<file path="src/rtl/gcsp_ram.sv">
// Generic single-port synchronous RAM with registered read.
`default_nettype none
module gcsp_ram #(
  parameter int unsigned WIDTH = 8,
  parameter int unsigned DEPTH = 16
) (
  input  wire logic                     clk_i,
  input  wire logic                     we_i,
  input  wire logic [$clog2(DEPTH)-1:0] addr_i,
  input  wire logic [WIDTH-1:0]         wdata_i,
  output logic      [WIDTH-1:0]         rdata_o
);
  logic [WIDTH-1:0] mem_q [DEPTH];

  always_ff @(posedge clk_i) begin
    if (we_i) begin
      mem_q[addr_i] <= wdata_i;
    end
    rdata_o <= mem_q[addr_i];
  end
endmodule
`default_nettype wire

</file>
<file path="config.mk">
export PLATFORM = sky130hd
export DESIGN_NAME = gcsp_ram
export DESIGN_NICKNAME = d
export VERILOG_FILES = /design/src/rtl/gcsp_ram.sv
export SDC_FILE = /design/constraint.sdc
export NUM_CORES = 1
export LEC_CHECK = 0
export ABC_AREA = 1
export CORE_MARGIN = 4
export CORE_UTILIZATION = 40
export DETAILED_ROUTE_END_ITERATION = 8
export DONT_BUFFER_PORTS = 1
export SETUP_SLACK_MARGIN = 0.3
export SYNTH_ARGS = -nofsm -noshare
export SYNTH_HDL_FRONTEND = slang
export SYNTH_SLANG_ARGS = --single-unit
</file>
<file path="constraint.sdc">
create_clock -name clk_i -period 4.2 [get_ports clk_i]
set_clock_uncertainty 0.05 [all_clocks]
set_input_delay 0.84 -clock clk_i [delete_from_list [all_inputs] [get_ports clk_i]]
set_output_delay 0.84 -clock clk_i [all_outputs]
set_load 0.01 [all_outputs]
</file>
==> results by stage, run 1 <==
Outcome:
- The run finished with clean final reports.

Yosys:
- In the synthesized netlist the async set-or-reset flop fraction comes to 0%.
- Among all flip-flop cells after synthesis, the most frequent one is edfxtp_1.
- The number of distinct library cell variants in the gate-level netlist after synthesis is 11.
- After Yosys synthesis, full adders, half adders and majority gates account for 0% of the synthesized area.
- The xor and xnor fraction of the mapped netlist area is 0%.
- Of the post-synthesis cell area, the part taken by muxes is 0%.
- The main combinational cell family by area after synthesis is simple AND/OR/NAND/NOR gates.
- The portion of synthesized cell area occupied by the leading cell type is 68.7%.
- The number of synthesized flops with an enable pin is 128.
- The synthesized-area fraction occupied by ao, oa, aoi and oai cells is 0%.
- The basic-gate share of the synthesized area counting and, or, nand and nor cells is 24.8%.
- The mean cell area of the mapped netlist is 10.2 sq um.
- The net count after synthesis is 562.
- The number of register bits inferred by synthesis is 136.
- In the synthesized netlist, the cells that appear most often are 346 x nand2_1, 128 x edfxtp_1, 21 x inv_1.
- In this run the cell area of the synthesized design comes to 5590 sq um.
- The number of warnings printed during yosys synthesis is 0.
- In the post-synthesis netlist, the cell with the most instances is nand2_1.
- Yosys attributes the largest share of cell area to edfxtp_1 69%, nand2_1 23%, dfxtp_1 2.9%.
- The biggest area contributor in the post-synthesis netlist is edfxtp_1.
- The cell count after synthesis is 548.
- The share of synthesized area occupied by flip-flops and latches is 71.6%.

Setup path:
- The start point of the critical path is addr_i[0].
- The worst setup path is of the in2reg kind.
- The startpoint identified for the worst register-to-register timing path is mem_q[13][6].
- The kind of launch point of the worst setup path is a primary input.
- The endpoint arrival time on the critical path is 2.50 ns.
- STA classifies the critical path endpoint as a flip-flop.
- The peak fanout along the critical path is 67.
- The data required time at the worst endpoint is 4.20 ns.

Placement:
- The count of buffers inserted at the top-level ports is 0.
- The weighted congestion reported at the end of routability-driven placement is 0.823.
- The HPWL after detailed placement is 7660 microns.
- After detailed placement, the total cell area comes to 5700 sq um.

Global route:
- The via count of the first global-routing pass is 3469.
- Across every metal layer, demand over resource in global routing totals 15.8%.
- The initial antenna violation count is 0.
- The pin count of the biggest net entering global routing is 68.
- The aggregate global routing overflow is 0.
- The global-route wire length before repair is 18800 microns.

Route:
- In the routed layout, each cell is associated on average with a via count of 4.85.
- The final wirelength is 12300 microns.
- The number of nets with antenna violations after detailed routing is 0.
- The final routed DRC violation total is 0.
- The per-cell routed wire length is 16.7 microns.
- The number of iterations in the first detailed-routing pass is 5.
- For this block, the initial DRC count from the detailed router was 299.
- The total number of vias is 3563.

Timing:
- Setup violations remaining at the end of the flow were counted as 0.
- The relative max-transition margin is 43.0%.
- Summed over all failing endpoints, the final setup total negative slack is 0 ns.
- Setup repair after global routing left no endpoint under its margin.
- The final critical delay including setup and external delays is 2.50 ns.
- The final number of max-transition violations was 0.
- The fraction of the cycle the final worst path needs is 59.6%.
- Across all hold checks on the routed design, the worst slack comes to 0.470 ns.
- The worst-margin pin slew is 0.850 ns.
- The peak clock frequency supported by timing is 400 MHz.
- The count of final hold-check violations was 0.

Floorplanning:
- The floorplan step set the die height to 126 microns.
- The area of the die is 15900 sq um.
- The floorplan has 42 rows.
- For this configuration, the core starts out at a cell density of 41.6%.
- In this run the horizontal extent of the chip is 126 microns.
- 22 I/O pins were placed.
- In this run the standard cell core region covers 13500 sq um.

CTS:
- The cell at the root of the clock tree is clkbuf_16.
- The maximum root-to-sink buffer count is 2.
- After clock tree synthesis, the setup repair step added 0 buffers.
- The clock reaches the later pin of the worst-skew pair after 0.41 ns.
- For this design, the sink count on the clock tree is 136.
- The number of resized instances in the post-cts repair step is 0.
- TritonCTS built the clock tree.
- The total of hold buffers inserted after clock tree synthesis is 0.
- The clock-pin slew reported for the worst setup and hold paths after clock tree synthesis is 0.06 ns.
- The H-tree was split into 4 levels.
- Buffers inserted during clock tree synthesis total 17.

Worst hold path:
- The min-delay analysis places its worst path in the category in2reg.
- The source of the worst hold timing path is wdata_i[0].

Layout:
- The area added between synthesis and finish is 12.9%.
- The diode insertion count for antenna repair is 0.
- The summed area of non-filler cells in the final layout is 6310 sq um.
- After the last flow step, the layout net total stands at 561.
- The post-route netlist has 5.37% of its cells at a drive strength greater than 1.

Power:
- In this run the power density over the cells is 503 nW/um^2.
- The static leakage is 2.63 nW.
- The worst-case IR drop observed on VDD is 0.000239 V.

Flow run:
- Max-cap violations in this run came to 0.
==> state kept, by name (all words and copies together), names as in the netlist <==
register / flops
mem_q: 128
rdata_o: 8
==> critical path: stages <==
cell     delay, ns
inv_2         0.21
buf_4         0.49
nand3_1       0.33
nor2_1        0.59
==> area by class of cell <==
class                      count  area, sq um
clock inverter                12          176
tap                          176          220
sequential                   136         4000
clock buffer                  19          433
inverter                      23         86.3
timing repair buffer           1         7.51
fill                        1225         7140
multi-input combinational    368         1390
==> through the flow <==
stage / utilization (%) / power [mW] / cells / worst slack [ns]
6_report: 46.9 / 3.18 / 735 / 1.70
3_5_place_dp: 42.4 / 1.68 / 704 / 1.28
2_1_floorplan: - / 1.66 / 548 / 1.93
5_1_grt: 46.9 / 3.27 / 735 / 1.53
4_1_cts: 46.9 / 3.19 / 735 / 1.72
3_3_place_gp: 42.4 / 1.68 / 704 / 1.37
==> layout by cell type (no fill, tap or decap), drive strengths merged <==
cell,n
inv,23
nand3,4
clkbuf,19
dfxtp,8
clkinvlp,4
buf,1
nor2,18
clkinv,4
nand2,346
bufinv,4
edfxtp,128
==> layer usage <==
metal  vias to the layer above  track usage [%]  routed length [microns]  part of all wire [%]
met5                         -                0                        0                     0
met4                         0             6.50                      174                   1.4
met3                        17             4.36                      887                   7.2
met2                       144             24.1                     5780                    47
met1                      1658             21.6                     5440                    44
li1                       1744                -                        -                     -
==> power by group <==
group / switching, mW / internal, mW / leakage [nW]
clock: 0.536 / 0.988 / 0.283
combinational: 0.0838 / 0.0351 / 1.12
sequential: 0.0147 / 1.52 / 1.22
total: 0.634 / 2.54 / 2.63
==> kinds of logic after synthesis <==
logic type             count (synthesis)
buffers and inverters                 44
DFF                                  136
and+or+nand+nor                      368
==> final timing paths <==
| kind | to | slack (ns) | depth (start not counted) |
|---|---|---|---|
| worst min register to register | rdata_o[7] | 0.68 | 8 |
| worst min-delay path | mem_q[1][0] | 0.47 | 0 |
| worst max register to register | rdata_o[6] | 3.11 | 8 |
| worst max-delay path | mem_q[8][7] | 1.70 | 4 |
No activity file was read; power rests on OpenSTA's default activity.
==> inputs of run 2 (changes only) <==
==> constraint.sdc (replaced) <==
create_clock -name clk_i -period 2.2 [get_ports clk_i]
set_clock_uncertainty 0.05 [all_clocks]
set_input_delay 0.44 -clock clk_i [delete_from_list [all_inputs] [get_ports clk_i]]
set_output_delay 0.44 -clock clk_i [all_outputs]
set_load 0.01 [all_outputs]
==> run 2 against run 1 <==
  * Wire length fell by 1.1%
  * Total power rose by 91%
  * Largest cell class unchanged
  * Flip-flop and latch count did not move
  * Sequential share of layout area fell by 1.7 points
  * Critical path depth did not move
  * Register-to-register slack got worse by 2.0 ns
  * Clock power rose by 90%
==> results by stage, run 2 (same netlist as run 1, synthesis figures left out) <==
Setup path:
- The data required time at the worst endpoint is 2.28 ns.
- The kind of launch point of the worst setup path is a primary input.
- The critical path goes through inv_2 > nand3_1 > nor2_1 > buf_4.
- The kind of cell with the highest combined delay along the critical path is buffers and inverters.
- On the worst path, the slowest cell contributes a delay of 0.31 ns.
- Counting buffers and inverters, the worst setup path is 4 cells deep.
- The number of cells on the worst reg-to-reg path is 8.
- The critical path is of the in2reg type.
- For this design, the slowest cell found on the critical path is inv_2.
- In this run the worst path has a maximum fanout of 67.
- The endpoint arrival time on the critical path is 1.42 ns.
- The worst setup path is captured at a flip-flop.
- The number of buffers and inverters on the critical path is 2.

Timing:
- In the final timing run, aggregate negative setup slack is 0 ns.
- The fraction of the cycle the final worst path needs is 61.0%.
- Setup repair after global routing left no endpoint under its margin.
- The worst-margin pin slew is 0.772 ns.
- Derived from the worst setup path, the maximum achievable clock frequency is 746 MHz.
- For the finished layout, the period the worst path requires is 1.34 ns.
- The final worst slack is 0.859 ns.
- The final number of max-transition violations came to 0.
- The count of final hold-check violations is 0.
- The final setup violation count is 0.
- Headroom to the max-slew limit came out at 48.3%.

Global route:
- The pin count of the biggest net entering global routing is 68.
- The total routing usage reported by global routing is 16.2%.
- The initial antenna violation count is 0.
- The aggregate global routing overflow is 0.
- The via count of the first global-routing pass is 3407.
- The global-route wire length before repair is 19200 microns.

CTS:
- In this run the number of H-tree levels came out at 4.
- The latest clock arrival within the worst-skew pair is 0.42 ns.
- No sink is reached through more buffers than the 2 on the longest clock path.
- In this run, CTS created clock tree buffers numbering 17.
- Buffers added to address setup during post-CTS repair amount to 0.
- Hold repair after CTS inserted 0 buffers.
- The clock tree from TritonCTS is built.
- Clock-pin slew was measured on the worst setup and hold paths at 0.06 ns.
- The number of gates resized after CTS was 0.
- The number of clock sinks is 136.
- CTS placed an instance of clkbuf_16 at the clock tree root.

Route:
- After detailed routing, the number of vias per cell comes to 4.69.
- Detailed routing inserted a total of 3541 vias.
- The detail route stage leaves a number of antenna-violating nets equal to 0.
- The final routed DRC violation total is 0.
- In the final routed layout, each cell accounts on average for 16.1 microns.
- After detailed routing, the total wire length is 12100 microns.
- For this run, the detailed router's first-pass iteration total came to 5.
- The DRC marker count from the first detailed-route iteration is 287.

Floorplanning:
- The initial cell density of the core is 41.6%.
- For this design the top-level I/O count stands at 22.
- The floorplan step set the die height to 126 microns.
- The floorplan step defined a core boundary enclosing 13500 sq um.
- The number of core rows is 42.
- The die covers 15900 sq um.
- The width of the chip is 126 microns.

Flow run:
- Across the run, the number of max-cap violations was 0.

Layout:
- The area of the multi-input gates is 1390 sq um.
- The largest registers in the layout are mem_q (128), rdata_o (8).
- Registers take 4000 sq um.
- The fraction of final layout cells with drive strength greater than 1 is 8.98%.
- The final layout contains 580 nets.
- The top cell types in the final layout, fill and taps aside, are 346 x nand2_1, 128 x edfxtp_1, 21 x inv_1, 18 x nor2_1, 18 x buf_4.
- mem_q holds more flip-flops than any other register.
- 0 antenna diodes ended up in the layout.
- Relative to the synthesized area, the layout overhead comes to 16.0%.
- Excluding fillers, the count of instances in the completed layout stands at 755.
- The most common cell after layout, fill and taps aside is nand2_1.
- The post-layout utilization of the core is 48.2%.
- The flip-flop count of the largest register, all copies and words added is 128.
- The filler cells instantiated in the layout total 1257.

Power:
- The switching portion of total power is 20.0%.
- The power per cell area is 934 nW/um^2.
- The switching power summed over all nets is 1.21 mW.
- The worst-case vdd ir drop is 0.000394 V.
- The share of total power dissipated in the clock network is 47.8%.
- The static leakage is 2.75 nW.
- In this run, flip-flops and latches consume 48.3% of the power.
- The cell internal power dissipation is 4.85 mW.
- The combinational share of power is 3.9%.

Placement:
- The number of placed instances with taps included is 723.
- Routability-driven placement finished with a final weighted congestion of 0.779.
- Once detailed placement completed, the half-perimeter wirelength came to 7410 microns.
- Port buffering added 0 buffers.
- The worst-case setup slack after placement is 0.443 ns.

Outcome:
- The run finished with clean final reports.

Worst hold path:
- The cell count of the worst hold path is 0.
- The min-delay analysis places its worst path in the category in2reg.
-- run 2: layer usage --
metal	up-vias	routed length, microns	track usage [%]
met1	1639	5470	21.4
met5	-	0	0
met4	0	284	7.32
met2	99	5660	25.3
li1	1786	-	-
met3	17	740	4.15
-- run 2: layout make-up --
class / count / share of cell area [%]
clock inverter: 11 / 2.26
tap: 176 / 3.39
clock buffer: 21 / 7.25
timing repair buffer: 20 / 2.70
multi-input combinational: 368 / 21.4
inverter: 23 / 1.33
sequential: 136 / 61.7
-- run 2: power by group through the flow --
| stage | Combinational, mW | Clock (mW) | Sequential, mW |
|---|---|---|---|
| floorplan | 0.200 | 0 | 2.97 |
| global placement | 0.238 | 0 | 2.98 |
| detailed placement | 0.240 | 0 | 2.98 |
| CTS | 0.242 | 2.95 | 2.93 |
| global route | 0.279 | 3.06 | 2.93 |
| finish | 0.239 | 2.89 | 2.93 |
-- run 2: final timing paths --
path,start,to,slack [ns]
max,addr_i[0],mem_q[8][3],0.86
min,wdata_i[5],mem_q[15][5],0.06
max reg2reg,mem_q[6][7],rdata_o[7],1.13
min reg2reg,mem_q[15][3],rdata_o[3],0.67
-- run 2: stage by stage --
stage	instance area, sq um	total power, mW	hold WS [ns]
floorplan	5590	3.17	0.489
CTS	6490	6.12	0.0454
global route	6490	6.27	0.0403
global placement	5870	3.22	0.490
detailed placement	5870	3.22	0.490
finish	6490	6.06	0.0630
==> inputs of run 3 (changes only) <==
==> constraint.sdc (replaced) <==
create_clock -name clk_i -period 1.11 [get_ports clk_i]
set_clock_uncertainty 0.05 [all_clocks]
set_input_delay 0.222 -clock clk_i [delete_from_list [all_inputs] [get_ports clk_i]]
set_output_delay 0.222 -clock clk_i [all_outputs]
set_load 0.01 [all_outputs]
==> run 3 against run 2 <==
  * The flow now finishes with violations (negative hold slack)
  * Wire length rose by 3.3%
  * Sequential power rose by 98%
  * Via count fell by 0.51%
  * Register-to-register slack got worse by 1.1 ns
  * Largest cell class unchanged
  * Largest power group unchanged
==> results by stage, run 3 (same netlist as run 1, synthesis figures left out) <==
Outcome:
- The flow ran to the end, but the final reports show violations.
- The final reports fail on negative hold slack.

Layout:
- In the layout the commonest cells are 336 x nand2_1, 128 x edfxtp_1, 18 x nor2_4, 17 x inv_1, 17 x clkbuf_16.
- The library cell used most frequently in the layout, excluding fill and tap cells, is nand2_1.
- In the final design database the tool counted 569 nets.
- The diode insertion count for antenna repair is 0.
- The area growth from synthesis to layout is 18.1%.
- The fraction of final layout cells with drive strength greater than 1 is 15.3%.
- The register containing the most flip-flops in the final layout is mem_q.
- Excluding fillers, the count of instances in the completed layout stands at 744.
- The flip-flop count of the largest register, all copies and words added is 128.
- The largest registers in the layout are mem_q (128), rdata_o (8).
- Cells fill 49.1% of the core in the end.
- The total of fill cells in the finished design is 1220.

Power:
- The switching power summed over all nets is 2.53 mW.
- The portion of total power attributed to sequential cells is 49.4%.
- The worst-case vdd ir drop is 0.00127 V.
- The internal power of the cells totals 9.23 mW.
- Dividing total power by cell area gives a power density of 1780 nW/um^2.
- Net switching is 21.5% of the power.
- The clock network fraction of total power is 46.0%.
- The combinational share of power is 4.6%.
- For this design the static power due to leakage is 2.69 nW.

Global route:
- The pin count of the biggest net entering global routing is 68.
- The met1 capacity usage during global routing is 23.2%.
- In the global route stage, met3 resource usage came out at 6.18%.
- For met2 alone, demand over resource in global routing was 24.6%.
- The aggregate global routing overflow is 0.
- The global routing's busiest layer is met2.
- The initial antenna violation count is 0.
- The via count of the first global-routing pass is 3535.
- The first global-routing pass estimated 20000 microns of wire.
- Global routing consumed, over all layers together, 16.9% of the routing resources.

Placement:
- The weighted congestion reported at the end of routability-driven placement is 0.805.
- Buffers placed on the I/O ports in this run total 0.
- The worst-case setup slack after placement is -0.0588 ns.
- The half-perimeter wire length of the detailed placement result is 7820 microns.
- The number of placed instances with taps included is 712.

Setup path:
- The endpoint arrival time on the critical path is 1.31 ns.
- The cell family contributing the most delay on the critical path is simple AND/OR/NAND/NOR gates.
- The category of the most critical setup path is reg2reg.
- The number of buffers and inverters on the critical path is 1.
- The most frequent cell on the critical path is nand2_1.
- Walking the worst path, the cells encountered are nand2_1 > nand2_1 > nand2_1 > nand2_1 > nand2_2 > nand2_1 > inv_1 > nand2_1.
- The kind of launch point of the worst setup path is a flip-flop.
- On the worst path, the slowest cell contributes a delay of 0.37 ns.
- The data required time at the worst endpoint is 1.36 ns.
- The peak fanout along the critical path is 1.
- The cell type of the slowest stage on the worst timing path is edfxtp_1.
- The worst setup path is captured at a flip-flop.

Floorplanning:
- Measured along the x axis, the die boundary spans 126 microns.
- For this configuration, the core starts out at a cell density of 41.6%.
- The core region is 13500 sq um.
- The initialized floorplan defines 42 standard-cell rows.
- 22 I/O pins were placed.
- Measured along the y axis, the die boundary spans 126 microns.
- The area of the die is 15900 sq um.

Timing:
- The count of final hold-check violations is 128.
- Setup repair after global routing could not meet its margin everywhere.
- The worst path uses 96.1% of the clock period.
- The worst hold margin is -0.153 ns.
- The final setup violation count is 0.
- Derived from the worst setup path, the maximum achievable clock frequency is 938 MHz.
- The final worst slack is 0.0437 ns.
- At the pin with the least slew margin, the transition time is 0.303 ns.
- The final critical delay including setup and external delays is 1.07 ns.
- The final number of max-transition violations came to 0.
- The relative max-transition margin is 79.7%.

CTS:
- The H-tree generated during clock tree synthesis spans 4 levels.
- The number of clock sinks is 136.
- TritonCTS built the clock tree.
- The maximum root-to-sink buffer count is 2.
- The clock buffer count from CTS is 17.
- The clock-pin slew reported for the worst setup and hold paths after clock tree synthesis is 0.06 ns.
- Once the clock tree was built, the setup fixing pass inserted 0 buffers.
- The cell at the root of the clock tree is clkbuf_16.
- The clock reaches the later pin of the worst-skew pair after 0.42 ns.

Route:
- The DRC marker count from the first detailed-route iteration is 267.
- The final wirelength is 12500 microns.
- The number of nets with antenna violations after detailed routing is 0.
- The final routed DRC violation total is 0.
- Dividing the detail-routed wire length by the instance count gives 16.9 microns.
- Before antenna repair, the detailed router went through 4 iterations.
- The total number of vias is 3523.
- Dividing the detail-routed via count by the number of cells gives 4.74.

Flow run:
- The number of violations of the max-capacitance limit is 0.

Worst hold path:
- The path class of the tightest hold or removal check is in2reg.
-- run 3: metal layers --
| layer | vias up | wire, microns |
|---|---|---|
| met4 | 0 | 187 |
| met5 | - | 0 |
| met2 | 86 | 5700 |
| met3 | 13 | 989 |
| met1 | 1655 | 5670 |
| li1 | 1769 | - |
-- run 3: metrics by stage --
stage / setup TNS, ns / hold WS (ns) / instance area, sq um / total power [mW]
finish: 0 / -0.153 / 6600 / 11.8
global route: -0.0178 / -0.178 / 6600 / 12.2
CTS: 0 / -0.177 / 6580 / 11.9
detailed placement: -3.08 / 0.272 / 5990 / 6.44
global placement: -2.47 / 0.272 / 5990 / 6.44
floorplan: -11.21 / 0.271 / 5890 / 6.38
-- run 3: worst register-to-register path, cell delays in order, from the launching register on --
cell	delay [ns]
edfxtp_1	0.37
nand2_1	0.07
nand2_1	0.06
nand2_1	0.07
nand2_1	0.06
nand2_2	0.06
nand2_1	0.08
inv_1	0.06
nand2_1	0.06
-- run 3: cell type report --
type	instances	area (sq um)	area share [%]
inverter	23	111	1.69
timing repair buffer	9	80.1	1.21
clock inverter	15	151	2.29
sequential	136	4020	60.9
tap	176	220	3.33
multi-input combinational	368	1600	24.2
clock buffer	17	425	6.44
-- run 3: timing repair --
action | 4_1_cts | 5_1_grt
endpoints found under the hold margin | 128 | 128
pin swaps | 40 | 13
resized for setup | 12 | 8
setup endpoints to repair | 16 | 16
-- run 3: power groups by stage --
| stage | logic (mW) | clock network, mW | registers (mW) |
|---|---|---|---|
| floorplan | 0.489 | 0 | 5.89 |
| global placement | 0.532 | 0 | 5.91 |
| detailed placement | 0.531 | 0 | 5.91 |
| CTS | 0.538 | 5.53 | 5.81 |
| global route | 0.615 | 5.81 | 5.82 |
| finish | 0.542 | 5.41 | 5.81 |
-- run 3: worst paths after layout --
path                             startpoint           end  slack, ns  cells past startpoint
worst max-delay path            mem_q[0][0]    rdata_o[0]       0.04                      8
worst min-delay path             wdata_i[4]  mem_q[10][4]      -0.15                      0
worst max register to register  mem_q[0][0]    rdata_o[0]       0.04                      8
worst min register to register  mem_q[5][2]    rdata_o[2]       0.66                      8
